## src/rtl/core/imurf_pkg.sv

```systemverilog
// ----------------------------------------------------------------------------
// IMU register file package
// Shared types, register addresses and scaling tables for the register file.
// ----------------------------------------------------------------------------
package imurf_pkg;

   localparam int REG_COUNT          = 128;
   localparam int REG_ADDR_WIDTH     = $clog2(REG_COUNT);
   localparam int UPLOAD_COUNT_WIDTH = 16;
   localparam int QUEUE_DEPTH        = 2;
   localparam int DIVISOR_WIDTH      = 33;
   localparam int DIVIDEND_WIDTH     = 64;

   localparam logic [7:0] A_ACC_DATA   = 8'h0C;
   localparam logic [7:0] A_GYR_DATA   = 8'h12;
   localparam logic [7:0] A_STATUS     = 8'h21;
   localparam logic [7:0] A_ACC_RANGE  = 8'h41;
   localparam logic [7:0] A_GYR_RANGE  = 8'h43;
   localparam logic [7:0] A_INIT_CTRL  = 8'h59;
   localparam logic [6:0] A_INIT_DATA  = 7'h5E;
   localparam logic [7:0] A_PWR_CONF   = 8'h7C;
   localparam logic [7:0] A_CMD        = 8'h7E;
   localparam logic [7:0] A_ID         = 8'h00;
   localparam logic [7:0] V_ID         = 8'h24;
   localparam logic [7:0] V_SOFT_RESET = 8'hB6;
   localparam logic [7:0] V_PWR_DEF    = 8'h03;
   localparam logic [7:0] V_ACC_DEF    = 8'h02;
   localparam logic [7:0] V_INIT_OK    = 8'h01;

   localparam logic [1:0] FUNC_READ   = 2'd0;
   localparam logic [1:0] FUNC_WRITE  = 2'd1;
   localparam logic [1:0] FUNC_INJECT = 2'd2;

   typedef enum logic [2:0] {
      CLS_NOP,
      CLS_READ,
      CLS_WRITE,
      CLS_UPLOAD,
      CLS_SRESET,
      CLS_INJECT
   } cls_type;

   typedef struct packed {
      cls_type            cls;
      logic [7:0]         addr;
      logic [7:0]         wdata;
      logic [2:0]         channel;
      logic signed [31:0] value;
      logic [3:0]         shift;
   } entry_type;

   typedef struct packed {
      logic [$clog2(QUEUE_DEPTH+1)-1:0] count;
   } front_status_type;

   function automatic logic [7:0] reset_value(input logic [REG_ADDR_WIDTH-1:0] a);
      logic [7:0] v;
      v = 8'h00;
      if ({1'b0, a} == A_ID)           v = V_ID;
      else if ({1'b0, a} == A_PWR_CONF) v = V_PWR_DEF;
      else if ({1'b0, a} == A_ACC_RANGE) v = V_ACC_DEF;
      return v;
   endfunction

   function automatic logic [DIVISOR_WIDTH-1:0] accel_scale(input logic [1:0] k);
      logic [DIVISOR_WIDTH-1:0] v;
      unique case (k)
         2'd0: v = 33'd19613300;
         2'd1: v = 33'd39226600;
         2'd2: v = 33'd78453200;
         default: v = 33'd156906400;
      endcase
      return v;
   endfunction

   // Degrees-per-second range times pi in micro units.
   function automatic logic [DIVISOR_WIDTH-1:0] gyro_scale(input logic [2:0] k);
      logic [DIVISOR_WIDTH-1:0] v;
      unique case (k)
         3'd0: v = 33'd6283184000;
         3'd1: v = 33'd3141592000;
         3'd2: v = 33'd1570796000;
         3'd3: v = 33'd785398000;
         3'd4: v = 33'd392699000;
         default: v = '0;
      endcase
      return v;
   endfunction

endpackage

```

## src/rtl/core/imurf_div.sv

```systemverilog
// ----------------------------------------------------------------------------
// IMU register file divider
// Unsigned restoring divider, one quotient bit per cycle.
// ----------------------------------------------------------------------------
module imurf_div (
   input  logic                                  clock,
   input  logic                                  reset,
   input  logic                                  start,
   input  logic [imurf_pkg::DIVIDEND_WIDTH-1:0]  dividend,
   input  logic [imurf_pkg::DIVISOR_WIDTH-1:0]   divisor,
   output logic                                  done,
   output logic [imurf_pkg::DIVIDEND_WIDTH-1:0]  quotient
);
   import imurf_pkg::*;

   logic [DIVIDEND_WIDTH-1:0] dvd_ff, dvd_in;
   logic [DIVISOR_WIDTH-1:0]  rem_ff, rem_in, dsr_ff;
   logic [DIVISOR_WIDTH:0]    rem_sh;
   logic [$clog2(DIVIDEND_WIDTH)-1:0] cnt_ff;
   logic busy_ff, done_ff, ge;

   always_comb begin
      rem_sh = {rem_ff, dvd_ff[DIVIDEND_WIDTH-1]};
      ge     = rem_sh >= {1'b0, dsr_ff};
      rem_in = ge ? DIVISOR_WIDTH'(rem_sh - {1'b0, dsr_ff}) : rem_sh[DIVISOR_WIDTH-1:0];
      dvd_in = {dvd_ff[DIVIDEND_WIDTH-2:0], ge};
   end

   always_ff @(posedge clock) begin
      if (reset) begin
         busy_ff <= 1'b0;
         done_ff <= 1'b0;
         cnt_ff  <= '0;
      end else begin
         done_ff <= 1'b0;
         if (start) begin
            busy_ff <= 1'b1;
            cnt_ff  <= '0;
         end else if (busy_ff) begin
            cnt_ff <= cnt_ff + 1'b1;
            if (cnt_ff == '1) begin
               busy_ff <= 1'b0;
               done_ff <= 1'b1;
            end
         end
      end
   end

   always_ff @(posedge clock) begin
      if (start) begin
         dvd_ff <= dividend;
         rem_ff <= '0;
         dsr_ff <= divisor;
      end else if (busy_ff) begin
         dvd_ff <= dvd_in;
         rem_ff <= rem_in;
      end
   end

   assign done     = done_ff;
   assign quotient = dvd_ff;

endmodule

```

## src/rtl/core/imurf_back.sv

```systemverilog
// ----------------------------------------------------------------------------
// IMU register file back end
// Holds the register memory and carries out reads, writes and injections.
// ----------------------------------------------------------------------------
module imurf_back (
   input  logic                   clock,
   input  logic                   reset,
   input  logic                   head_valid,
   input  imurf_pkg::entry_type   head,
   output logic                   pop,
   output logic                   rsp_valid,
   input  logic                   rsp_stall,
   output logic [7:0]             rsp_read_data,
   output logic                   rsp_error_flag,
   output logic [15:0]            rsp_upload_count
);
   import imurf_pkg::*;

   typedef enum logic [3:0] {
      S_IDLE, S_READ, S_STAT, S_MUL1, S_SHIFT, S_MUL2, S_MUL3,
      S_DIVGO, S_DIVW, S_WLO, S_WHI, S_RESP
   } state_type;

   state_type state_ff;
   logic [7:0] mem [REG_COUNT];
   logic [REG_COUNT-1:0] valid_ff;
   logic [7:0] mem_q_ff;
   logic [REG_ADDR_WIDTH-1:0] raddr_ff;
   logic [UPLOAD_COUNT_WIDTH-1:0] cnt_ff;
   logic [1:0] acc_rng_ff;
   logic [2:0] gyr_rng_ff;
   logic [7:0] rd_ff, base_ff;
   logic err_ff, gyro_ff, neg_ff;
   logic signed [31:0] value_ff;
   logic [3:0] shift_ff;
   logic [DIVISOR_WIDTH-1:0] dsr_ff;
   logic signed [52:0] p1_ff;
   logic signed [35:0] si_ff;
   logic signed [51:0] p2_ff;
   logic signed [60:0] p3_ff;
   logic [15:0] raw_ff, raw_in;
   logic rsp_valid_ff, rsp_err_ff;
   logic [7:0] rsp_rd_ff;
   logic [15:0] rsp_cnt_ff;
   logic out_free;
   logic mem_we;
   logic [REG_ADDR_WIDTH-1:0] mem_wa;
   logic [7:0] mem_wd;
   logic div_start, div_done;
   logic [DIVIDEND_WIDTH-1:0] div_q, dividend;
   logic [59:0] mag;

   imurf_div u_div (
      .clock    (clock),
      .reset    (reset),
      .start    (div_start),
      .dividend (dividend),
      .divisor  (dsr_ff),
      .done     (div_done),
      .quotient (div_q)
   );

   assign out_free  = !rsp_valid_ff || !rsp_stall;
   assign pop       = (state_ff == S_IDLE) && head_valid;
   assign div_start = (state_ff == S_DIVGO);
   assign mag       = p3_ff[60] ? 60'(-p3_ff) : 60'(p3_ff);
   assign dividend  = DIVIDEND_WIDTH'(mag);

   always_comb begin
      mem_we = 1'b0;
      mem_wa = head.addr[REG_ADDR_WIDTH-1:0];
      mem_wd = head.wdata;
      unique case (state_ff)
         S_IDLE: mem_we = pop && (head.cls == CLS_WRITE);
         S_STAT: begin
            mem_we = 1'b1;
            mem_wa = A_STATUS[REG_ADDR_WIDTH-1:0];
            mem_wd = V_INIT_OK;
         end
         S_WLO: begin
            mem_we = 1'b1;
            mem_wa = base_ff[REG_ADDR_WIDTH-1:0];
            mem_wd = raw_ff[7:0];
         end
         S_WHI: begin
            mem_we = 1'b1;
            mem_wa = REG_ADDR_WIDTH'(base_ff + 8'd1);
            mem_wd = raw_ff[15:8];
         end
         default: mem_we = 1'b0;
      endcase
   end

   // Truncating quotient magnitude, sign restored, then clamped to int16.
   always_comb begin
      if (neg_ff) raw_in = (div_q > 64'd32768) ? 16'h8000 : 16'(-div_q[15:0]);
      else        raw_in = (div_q > 64'd32767) ? 16'h7FFF : div_q[15:0];
   end

   always_ff @(posedge clock) begin
      if (mem_we) mem[mem_wa] <= mem_wd;
      mem_q_ff <= mem[head.addr[REG_ADDR_WIDTH-1:0]];
   end

   always_ff @(posedge clock) begin
      if (reset) begin
         state_ff     <= S_IDLE;
         valid_ff     <= '0;
         cnt_ff       <= '0;
         acc_rng_ff   <= V_ACC_DEF[1:0];
         gyr_rng_ff   <= '0;
         rsp_valid_ff <= 1'b0;
      end else begin
         // A response stays valid until its transfer completes.
         rsp_valid_ff <= (state_ff == S_RESP) || (rsp_valid_ff && rsp_stall);
         if (mem_we) valid_ff[mem_wa] <= 1'b1;
         unique case (state_ff)
            S_IDLE: begin
               if (pop) begin
                  rd_ff    <= '0;
                  err_ff   <= (head.cls == CLS_INJECT) && (head.channel >= 3'd3)
                              && (gyr_rng_ff > 3'd4);
                  raddr_ff <= head.addr[REG_ADDR_WIDTH-1:0];
                  value_ff <= head.value;
                  shift_ff <= head.shift;
                  gyro_ff  <= (head.channel >= 3'd3);
                  unique case (head.cls)
                     CLS_READ: state_ff <= S_READ;
                     CLS_UPLOAD: begin
                        if (cnt_ff != '1) cnt_ff <= cnt_ff + 1'b1;
                        state_ff <= S_RESP;
                     end
                     CLS_SRESET: begin
                        valid_ff   <= '0;
                        cnt_ff     <= '0;
                        acc_rng_ff <= V_ACC_DEF[1:0];
                        gyr_rng_ff <= '0;
                        state_ff   <= S_RESP;
                     end
                     CLS_WRITE: begin
                        if (head.addr == A_ACC_RANGE) acc_rng_ff <= head.wdata[1:0];
                        if (head.addr == A_GYR_RANGE) gyr_rng_ff <= head.wdata[2:0];
                        if (head.addr == A_INIT_CTRL && head.wdata == 8'h01 && cnt_ff != '0)
                           state_ff <= S_STAT;
                        else
                           state_ff <= S_RESP;
                     end
                     CLS_INJECT: begin
                        if (head.channel >= 3'd3) begin
                           base_ff <= 8'(A_GYR_DATA + {4'd0, head.channel - 3'd3, 1'b0});
                           dsr_ff  <= gyro_scale(gyr_rng_ff);
                           if (gyr_rng_ff > 3'd4) state_ff <= S_RESP;
                           else state_ff <= S_MUL1;
                        end else begin
                           base_ff  <= 8'(A_ACC_DATA + {4'd0, head.channel, 1'b0});
                           dsr_ff   <= accel_scale(acc_rng_ff);
                           state_ff <= S_MUL1;
                        end
                     end
                     default: state_ff <= S_RESP;
                  endcase
               end
            end
            S_READ: begin
               rd_ff    <= valid_ff[raddr_ff] ? mem_q_ff : reset_value(raddr_ff);
               state_ff <= S_RESP;
            end
            S_STAT:  state_ff <= S_RESP;
            S_MUL1: begin
               p1_ff    <= 53'(value_ff) * 53'sd1000000;
               state_ff <= S_SHIFT;
            end
            S_SHIFT: begin
               // Arithmetic shift floors toward minus infinity.
               si_ff    <= 36'(p1_ff >>> (5'd31 - {1'b0, shift_ff}));
               state_ff <= S_MUL2;
            end
            S_MUL2: begin
               p2_ff    <= 52'(si_ff) * 52'sd32767;
               state_ff <= S_MUL3;
            end
            S_MUL3: begin
               p3_ff    <= gyro_ff ? 61'(p2_ff) * 61'sd180 : 61'(p2_ff);
               state_ff <= S_DIVGO;
            end
            S_DIVGO: begin
               neg_ff   <= p3_ff[60];
               state_ff <= S_DIVW;
            end
            S_DIVW: begin
               if (div_done) begin
                  raw_ff   <= raw_in;
                  state_ff <= S_WLO;
               end
            end
            S_WLO: state_ff <= S_WHI;
            S_WHI: state_ff <= S_RESP;
            S_RESP: begin
               if (out_free) begin
                  rsp_rd_ff    <= rd_ff;
                  rsp_err_ff   <= err_ff;
                  rsp_cnt_ff   <= 16'(cnt_ff);
                  state_ff     <= S_IDLE;
               end
            end
            default: state_ff <= S_IDLE;
         endcase
      end
   end

   assign rsp_valid        = rsp_valid_ff;
   assign rsp_read_data    = rsp_rd_ff;
   assign rsp_error_flag   = rsp_err_ff;
   assign rsp_upload_count = rsp_cnt_ff;

endmodule

```

## config.mk

```make
export PLATFORM = sky130hd
export DESIGN_NAME = imurf_back
export DESIGN_NICKNAME = d
export VERILOG_FILES = /design/src/rtl/core/imurf_pkg.sv /design/src/rtl/core/imurf_div.sv /design/src/rtl/core/imurf_back.sv
export SDC_FILE = /design/constraint.sdc
export NUM_CORES = 2
export LEC_CHECK = 0
export ABC_CLOCK_PERIOD_IN_PS = 11800
export BUFFER_PORTS_ARGS = -buffer_cell sky130_fd_sc_hd__buf_2
export CELL_PAD_IN_SITES_DETAIL_PLACEMENT = 0
export CELL_PAD_IN_SITES_GLOBAL_PLACEMENT = 1
export CORE_UTILIZATION = 48
export CTS_CLUSTER_SIZE = 12
export DETAILED_ROUTE_END_ITERATION = 10
export PLACE_DENSITY_LB_ADDON = 0.3
export SETUP_SLACK_MARGIN = 0.05
export SLEW_MARGIN = 20
export SYNTH_ARGS = -nofsm -noshare
export SYNTH_HDL_FRONTEND = slang
export SYNTH_SLANG_ARGS = --single-unit
```

## constraint.sdc

```tcl
create_clock -name clock -period 11.8 [get_ports clock]
set_input_delay 1.77 -clock clock [delete_from_list [all_inputs] [get_ports clock]]
set_output_delay 1.77 -clock clock [all_outputs]
set_load 0.02 [all_outputs]
```

-- After elaboration in Yosys (flattened, before gate mapping)
Memory sizes are Yosys's and may differ from the RTL's. A register that Yosys moved wholly into a read port is not among the register bits.
Index checks and enable logic that the tools add are counted.
- muxes and demuxes: 49
- $add $sub $neg: 10
- shift-type cells: 1
- multiply operators: 3
- bitwise logic cells: 3
- reductions and logical operators: 39
- equality and inequality tests: 36
- order comparisons: 8
- operators by type and width (operator ; count):
    $mux 128 ; 4
    $mux 60 ; 3
    $pmux 33 s5 ; 1
    $or 128x128->128 ; 1
    $pmux 28 s3 ; 1
    $mux 33 ; 2
    $gt 64x15->1 const B ; 1
    $gt 64x16->1 const B ; 1
    $mux 16 ; 4
    $mux 61 ; 1
    $neg 60->60 ; 1
    $mul 52x7->59 const B ; 1
    $sshr 53x5->36 ; 1
    $mul 36x16->52 const B ; 1
    $mul 32x15->47 const B ; 1
    $pmux 4 s10 ; 1
    $ge 34x33->1 ; 1
    $sub 33x33->33 ; 1
    $pmux 16 s2 ; 1
    $eq 8x7->1 const B ; 3
    $mux 4 ; 6
    $pmux 8 s3 ; 1
    $pmux 7 s3 ; 1
    $add 16x1->16 const B ; 1
    other kinds (53) ; 109
- register bits after elaboration: 622
- memories kept: 1
- output and inout port bits: 27
- RAM bits: 1024
- memory list (name ; words ; width ; rd ports ; clocked after memory_dff ; wr ports ; RTL line ; RTL):
    mem ; 128 ; 8 ; 1 ; 1 ; 1 ; imurf_back.sv:25 ; logic [7:0] mem [REG_COUNT];

-- Depth between registers and ports, before layout
- depth after elaboration: 11
- mapped depth: 25

-- Cells and area by module
From an unflattened synthesis, not the netlist that was laid out.
- cell total of the unflattened synthesis: 6945
- area total of the unflattened synthesis: 95955.8 um^2
- by module, submodules not included (module ; instances ; cells each ; area each (um^2) ; seq. area each (um^2)):
    imurf_back ; 1 ; 6288 ; 88558.7 ; 43481.7
    imurf_div ; 1 ; 657 ; 7397.1 ; 3733.6

-- Worst setup path before layout
Ideal clock, no wire load.
- kind: input port to flip-flop
- from: input reset
- to: register p3_ff[0] (enable)
- path buffers: 0
- setup slack: 2.891 ns
- stages on the path: 2
- data arrival time: 8.256 ns
- library setup time: 0.653 ns
- data required time: 11.147 ns
- cell sequence: nand2b_1 nor4b_1
- longest elaborated chain between the ends: 2
- ends and longest elaborated chain (what ; RTL line ; RTL):
    from (decl) ; imurf_back.sv:7 ; input logic reset,
    $not 1->1 (no source line) ; - ;
    $reduce_and 2->1 (no source line) ; - ;
    to (signal assigned) ; imurf_back.sv:183 ; p3_ff <= gyro_ff ? 61'(p2_ff) * 61'sd180 : 61'(p2_ff);
    to (decl) ; imurf_back.sv:40 ; logic signed [60:0] p3_ff;
Every way passes these cells.
A chain may end at the register's enable or synchronous reset.

-- Worst setup path after layout
- from: register si_ff[14]
- to: register p2_ff[45] (data pin)
- longest elaborated chain between the ends: 1
- ends and longest elaborated chain (what ; RTL line ; RTL):
    from (decl) ; imurf_back.sv:38 ; logic signed [35:0] si_ff;
    from (signal assigned) ; imurf_back.sv:175 ; si_ff <= 36'(p1_ff >>> (5'd31 - {1'b0, shift_ff}));
    $mul 36x16->52 ; imurf_back.sv:179 ; p2_ff <= 52'(si_ff) * 52'sd32767;
    to (signal assigned) ; imurf_back.sv:179 ;
    to (decl) ; imurf_back.sv:39 ; logic signed [51:0] p2_ff;
Every way passes these cells.

==> flow_summary.ini <==
[cells_and_area]
drive_gt1_share_pct = 12.7
regArea_sq_mm = 0.0471
nNetsFinal = 8221
multi_input_area_sq_mm = 0.0432
area_growth_pct = 9.52
fill_cells = 16300
finalNonFillerCells = 9756
finalInstanceArea_sq_mm = 0.104

[yosys]
synth_edf_count = 1430
synthCells = 6891
synth.avg_cell_area_sq_um = 13.8
yosysTopAreaCellShare_pct = 45.3
yosysTopAreaCell = edfxtp_1
async_flop_share_pct = 0
netlist_area_sq_mm = 0.0948
synth.most_common_cell = edfxtp_1
synth_ff_type = edfxtp_1
yosysWarnings = 0
synth.distinct_cells = 91
synth_nets = 8129
synth_area_leaders = edfxtp_1 (45%), fa_1 (13%), mux4_2 (9.4%), ha_1 (7.6%), dfxtp_1 (4.4%)
ys_ff_latch = 1637
ys_top_cells_by_count = edfxtp_1 (1430), inv_1 (990), fa_1 (602), ha_1 (574), nor2_1 (423)
ys_seq_area_share_pct = 49.7

[sta]
setup_violations = 0
maxSlewViolCount = 0
fin_crit_sh_pct = 62.1
fin_crit_ns = 7.33
relSlewSlack_pct = 24.6
rsz0062_at_grt = false
fin_ws_ns = 4.47
tns_ns = 0
fin_skew_ns = 0.0373
tightestPinTransition_ns = 1.13
hold_viol = 0
hold_ws_ns = 0.406
fmax_mhz = 136

[detailed_routing]
drtPass1Iterations = 5
drt-wirelength-per-cell_microns = 21.9
viasPerCell = 5.52
drtAntennaViolNets = 0
dr.first_iter.drc_count = 3977
drt-total-wl_microns = 214000
post-route-drc-count = 0
num_vias = 53900

[setup_path]
critical_path.cell_chain = inv_1 -> fa_1 -> fa_1 -> inv_1 -> fa_1 -> fa_1 -> fa_1 -> inv_1 -> fa_1 -> inv_1 -> ha_1 -> a21oi_1 -> nand2_1 -> a21o_1 -> a221o_1 -> a221oi_2 -> o21ai_1 -> or4b_1 -> a31oi_1 -> o21ai_0 -> xor2_1
slowest_delay_ns = 0.62
cp_num_buf_inv = 4
arrival_ns = 7.86
cp_top_family = adder cells
cpMostUsedCell = fa_1
crit_fanout = 5
end_kind = register
cp_data_required_time_ns = 12.33
start_kind = register
worstSetupPathType = register to register
critPathSlowestCell = fa_1

[clock_network]
post_cts_resized = 0
clock_path_buffers = 3
cts_tree = built
cts_setup_buffers = 0
cts_root_buf = clkbuf_16
cts-htree-levels = 4
clk_pin_slew_ns = 0.06
cts_hold_buf = 0
clk_latency_ns = 0.83
cts_buffers = 174
cts.sinks = 1637

[hold_path]
hold_path_class = register to register

[grt]
grt_overflow = 0
antenna_found_initial = 13
grt_start_max_net_pins = 113
grtUsageTotal_pct = 22.0
grt_pass1_vias = 56100
grt_pass1_wl_microns = 333000

[pwr]
peakVddDrop_v = 0.000321
leakage_nw = 40.3
power_density_mw_per_mm2 = 235

[place]
dp_hpwl_microns = 155000
dp_worst_setup_slack_ns = 4.50
dp_cells = 9431
dpl_cell_area_sq_mm = 0.0982
gp_congestion = 0.857
io_buffers = 88

[job]
cap_violations = 0

[floorplanning]
num_rows = 162
core_sq_mm = 0.196
chipWidth_microns = 446
dieHeight_microns = 446
io_pins = 89
initial_utilization_pct = 48.5
die-area_sq_mm = 0.199

[status]
status = complete, no violations
metal layers:
layer	track usage (%)	wire, microns	up-vias
li1	-	-	24900
met4	5.22	4380	2
met5	0.415	117	-
met3	3.54	12400	276
met1	31.1	95900	27400
met2	35.5	101000	1357
cell type report:
| cell class | count | share of cell area [%] |
|---|---|---|
| Antenna cell | 3 | 0.00723 |
| Clock buffer | 270 | 4.72 |
| Clock inverter | 52 | 0.605 |
| Inverter | 993 | 3.61 |
| Multi-Input combinational cell | 4029 | 41.6 |
| Sequential cell | 1637 | 45.4 |
| Tap cell | 2624 | 3.16 |
| Timing Repair Buffer | 148 | 0.905 |
state kept, by name (all words and copies together) (netlist names), 6 cells and up:
signal            count
rsp_read_data         8
si_ff                36
u_div.quotient       64
u_div.rem_ff         33
mem                1024
p1_ff                37
p2_ff                52
p3_ff                61
raddr_ff              7
rsp_upload_count     16
dsr_ff               30
raw_ff               16
valid_ff            128
mem_q_ff              8
u_div.cnt_ff          6
u_div.dsr_ff         30
cnt_ff               16
value_ff             32
rd_ff                 8
path summary, 6_finish.rpt:
kind               from          endpoint  slack, ns  depth (start not counted)
min reg2reg  dsr_ff[14]  u_div.dsr_ff[14]       0.41                          0
max reg2reg   si_ff[14]         p2_ff[45]       4.47                         21
min          dsr_ff[14]  u_div.dsr_ff[14]       0.41                          0
max           si_ff[14]         p2_ff[45]       4.47                         21
placed cells by master (no fill, tap or decap), drive strengths merged, types with 28 or more instances in the layout:
cell | Yosys | routed
a21o | 93 | 93
a21oi | 218 | 218
a31oi | 30 | 30
buf | 57 | 148
clkbuf | 175 | 270
clkinv | 2 | 35
dfxtp | 207 | 207
edfxtp | 1430 | 1430
fa | 602 | 602
ha | 574 | 574
inv | 991 | 1002
mux2 | 47 | 47
mux2i | 95 | 95
mux4 | 397 | 397
nand2 | 331 | 331
nand2b | 29 | 29
nand3 | 62 | 62
nand4 | 45 | 45
nor2 | 423 | 423
nor2b | 33 | 33
nor3 | 55 | 55
nor4 | 28 | 28
o21a | 108 | 108
o21ai | 229 | 229
or2 | 29 | 29
xnor2 | 132 | 132
xor2 | 139 | 139
report_power, final:
group	switching [W]	leakage [nW]	total [W]	internal, W
Clock	0.00228	2.65	0.00529	0.00301
Sequential	0.000156	14.6	0.00772	0.00756
Combinational	0.00659	23.1	0.0113	0.00475
kinds of logic after synthesis:
| logic type | share of synthesized area, % |
|---|---|
| AO/OA/AOI/OAI | 6.06 |
| AND/OR/NAND/NOR | 5.61 |
| flip-flops | 49.7 |
| multiplexers | 11.0 |
| buffers and inverters | 4.86 |
| XOR/XNOR | 2.50 |
| adder cells (fa/ha/maj) | 20.3 |
per-stage QoR:
step / total power [W] / util [%]
floorplan: 0.0166 / -
global placement: 0.0191 / 50.2
detailed placement: 0.0192 / 50.2
CTS: 0.0246 / 53.0
global route: 0.0264 / 53.1
finish: 0.0243 / 53.1
(Power assumes the default switching activity.)
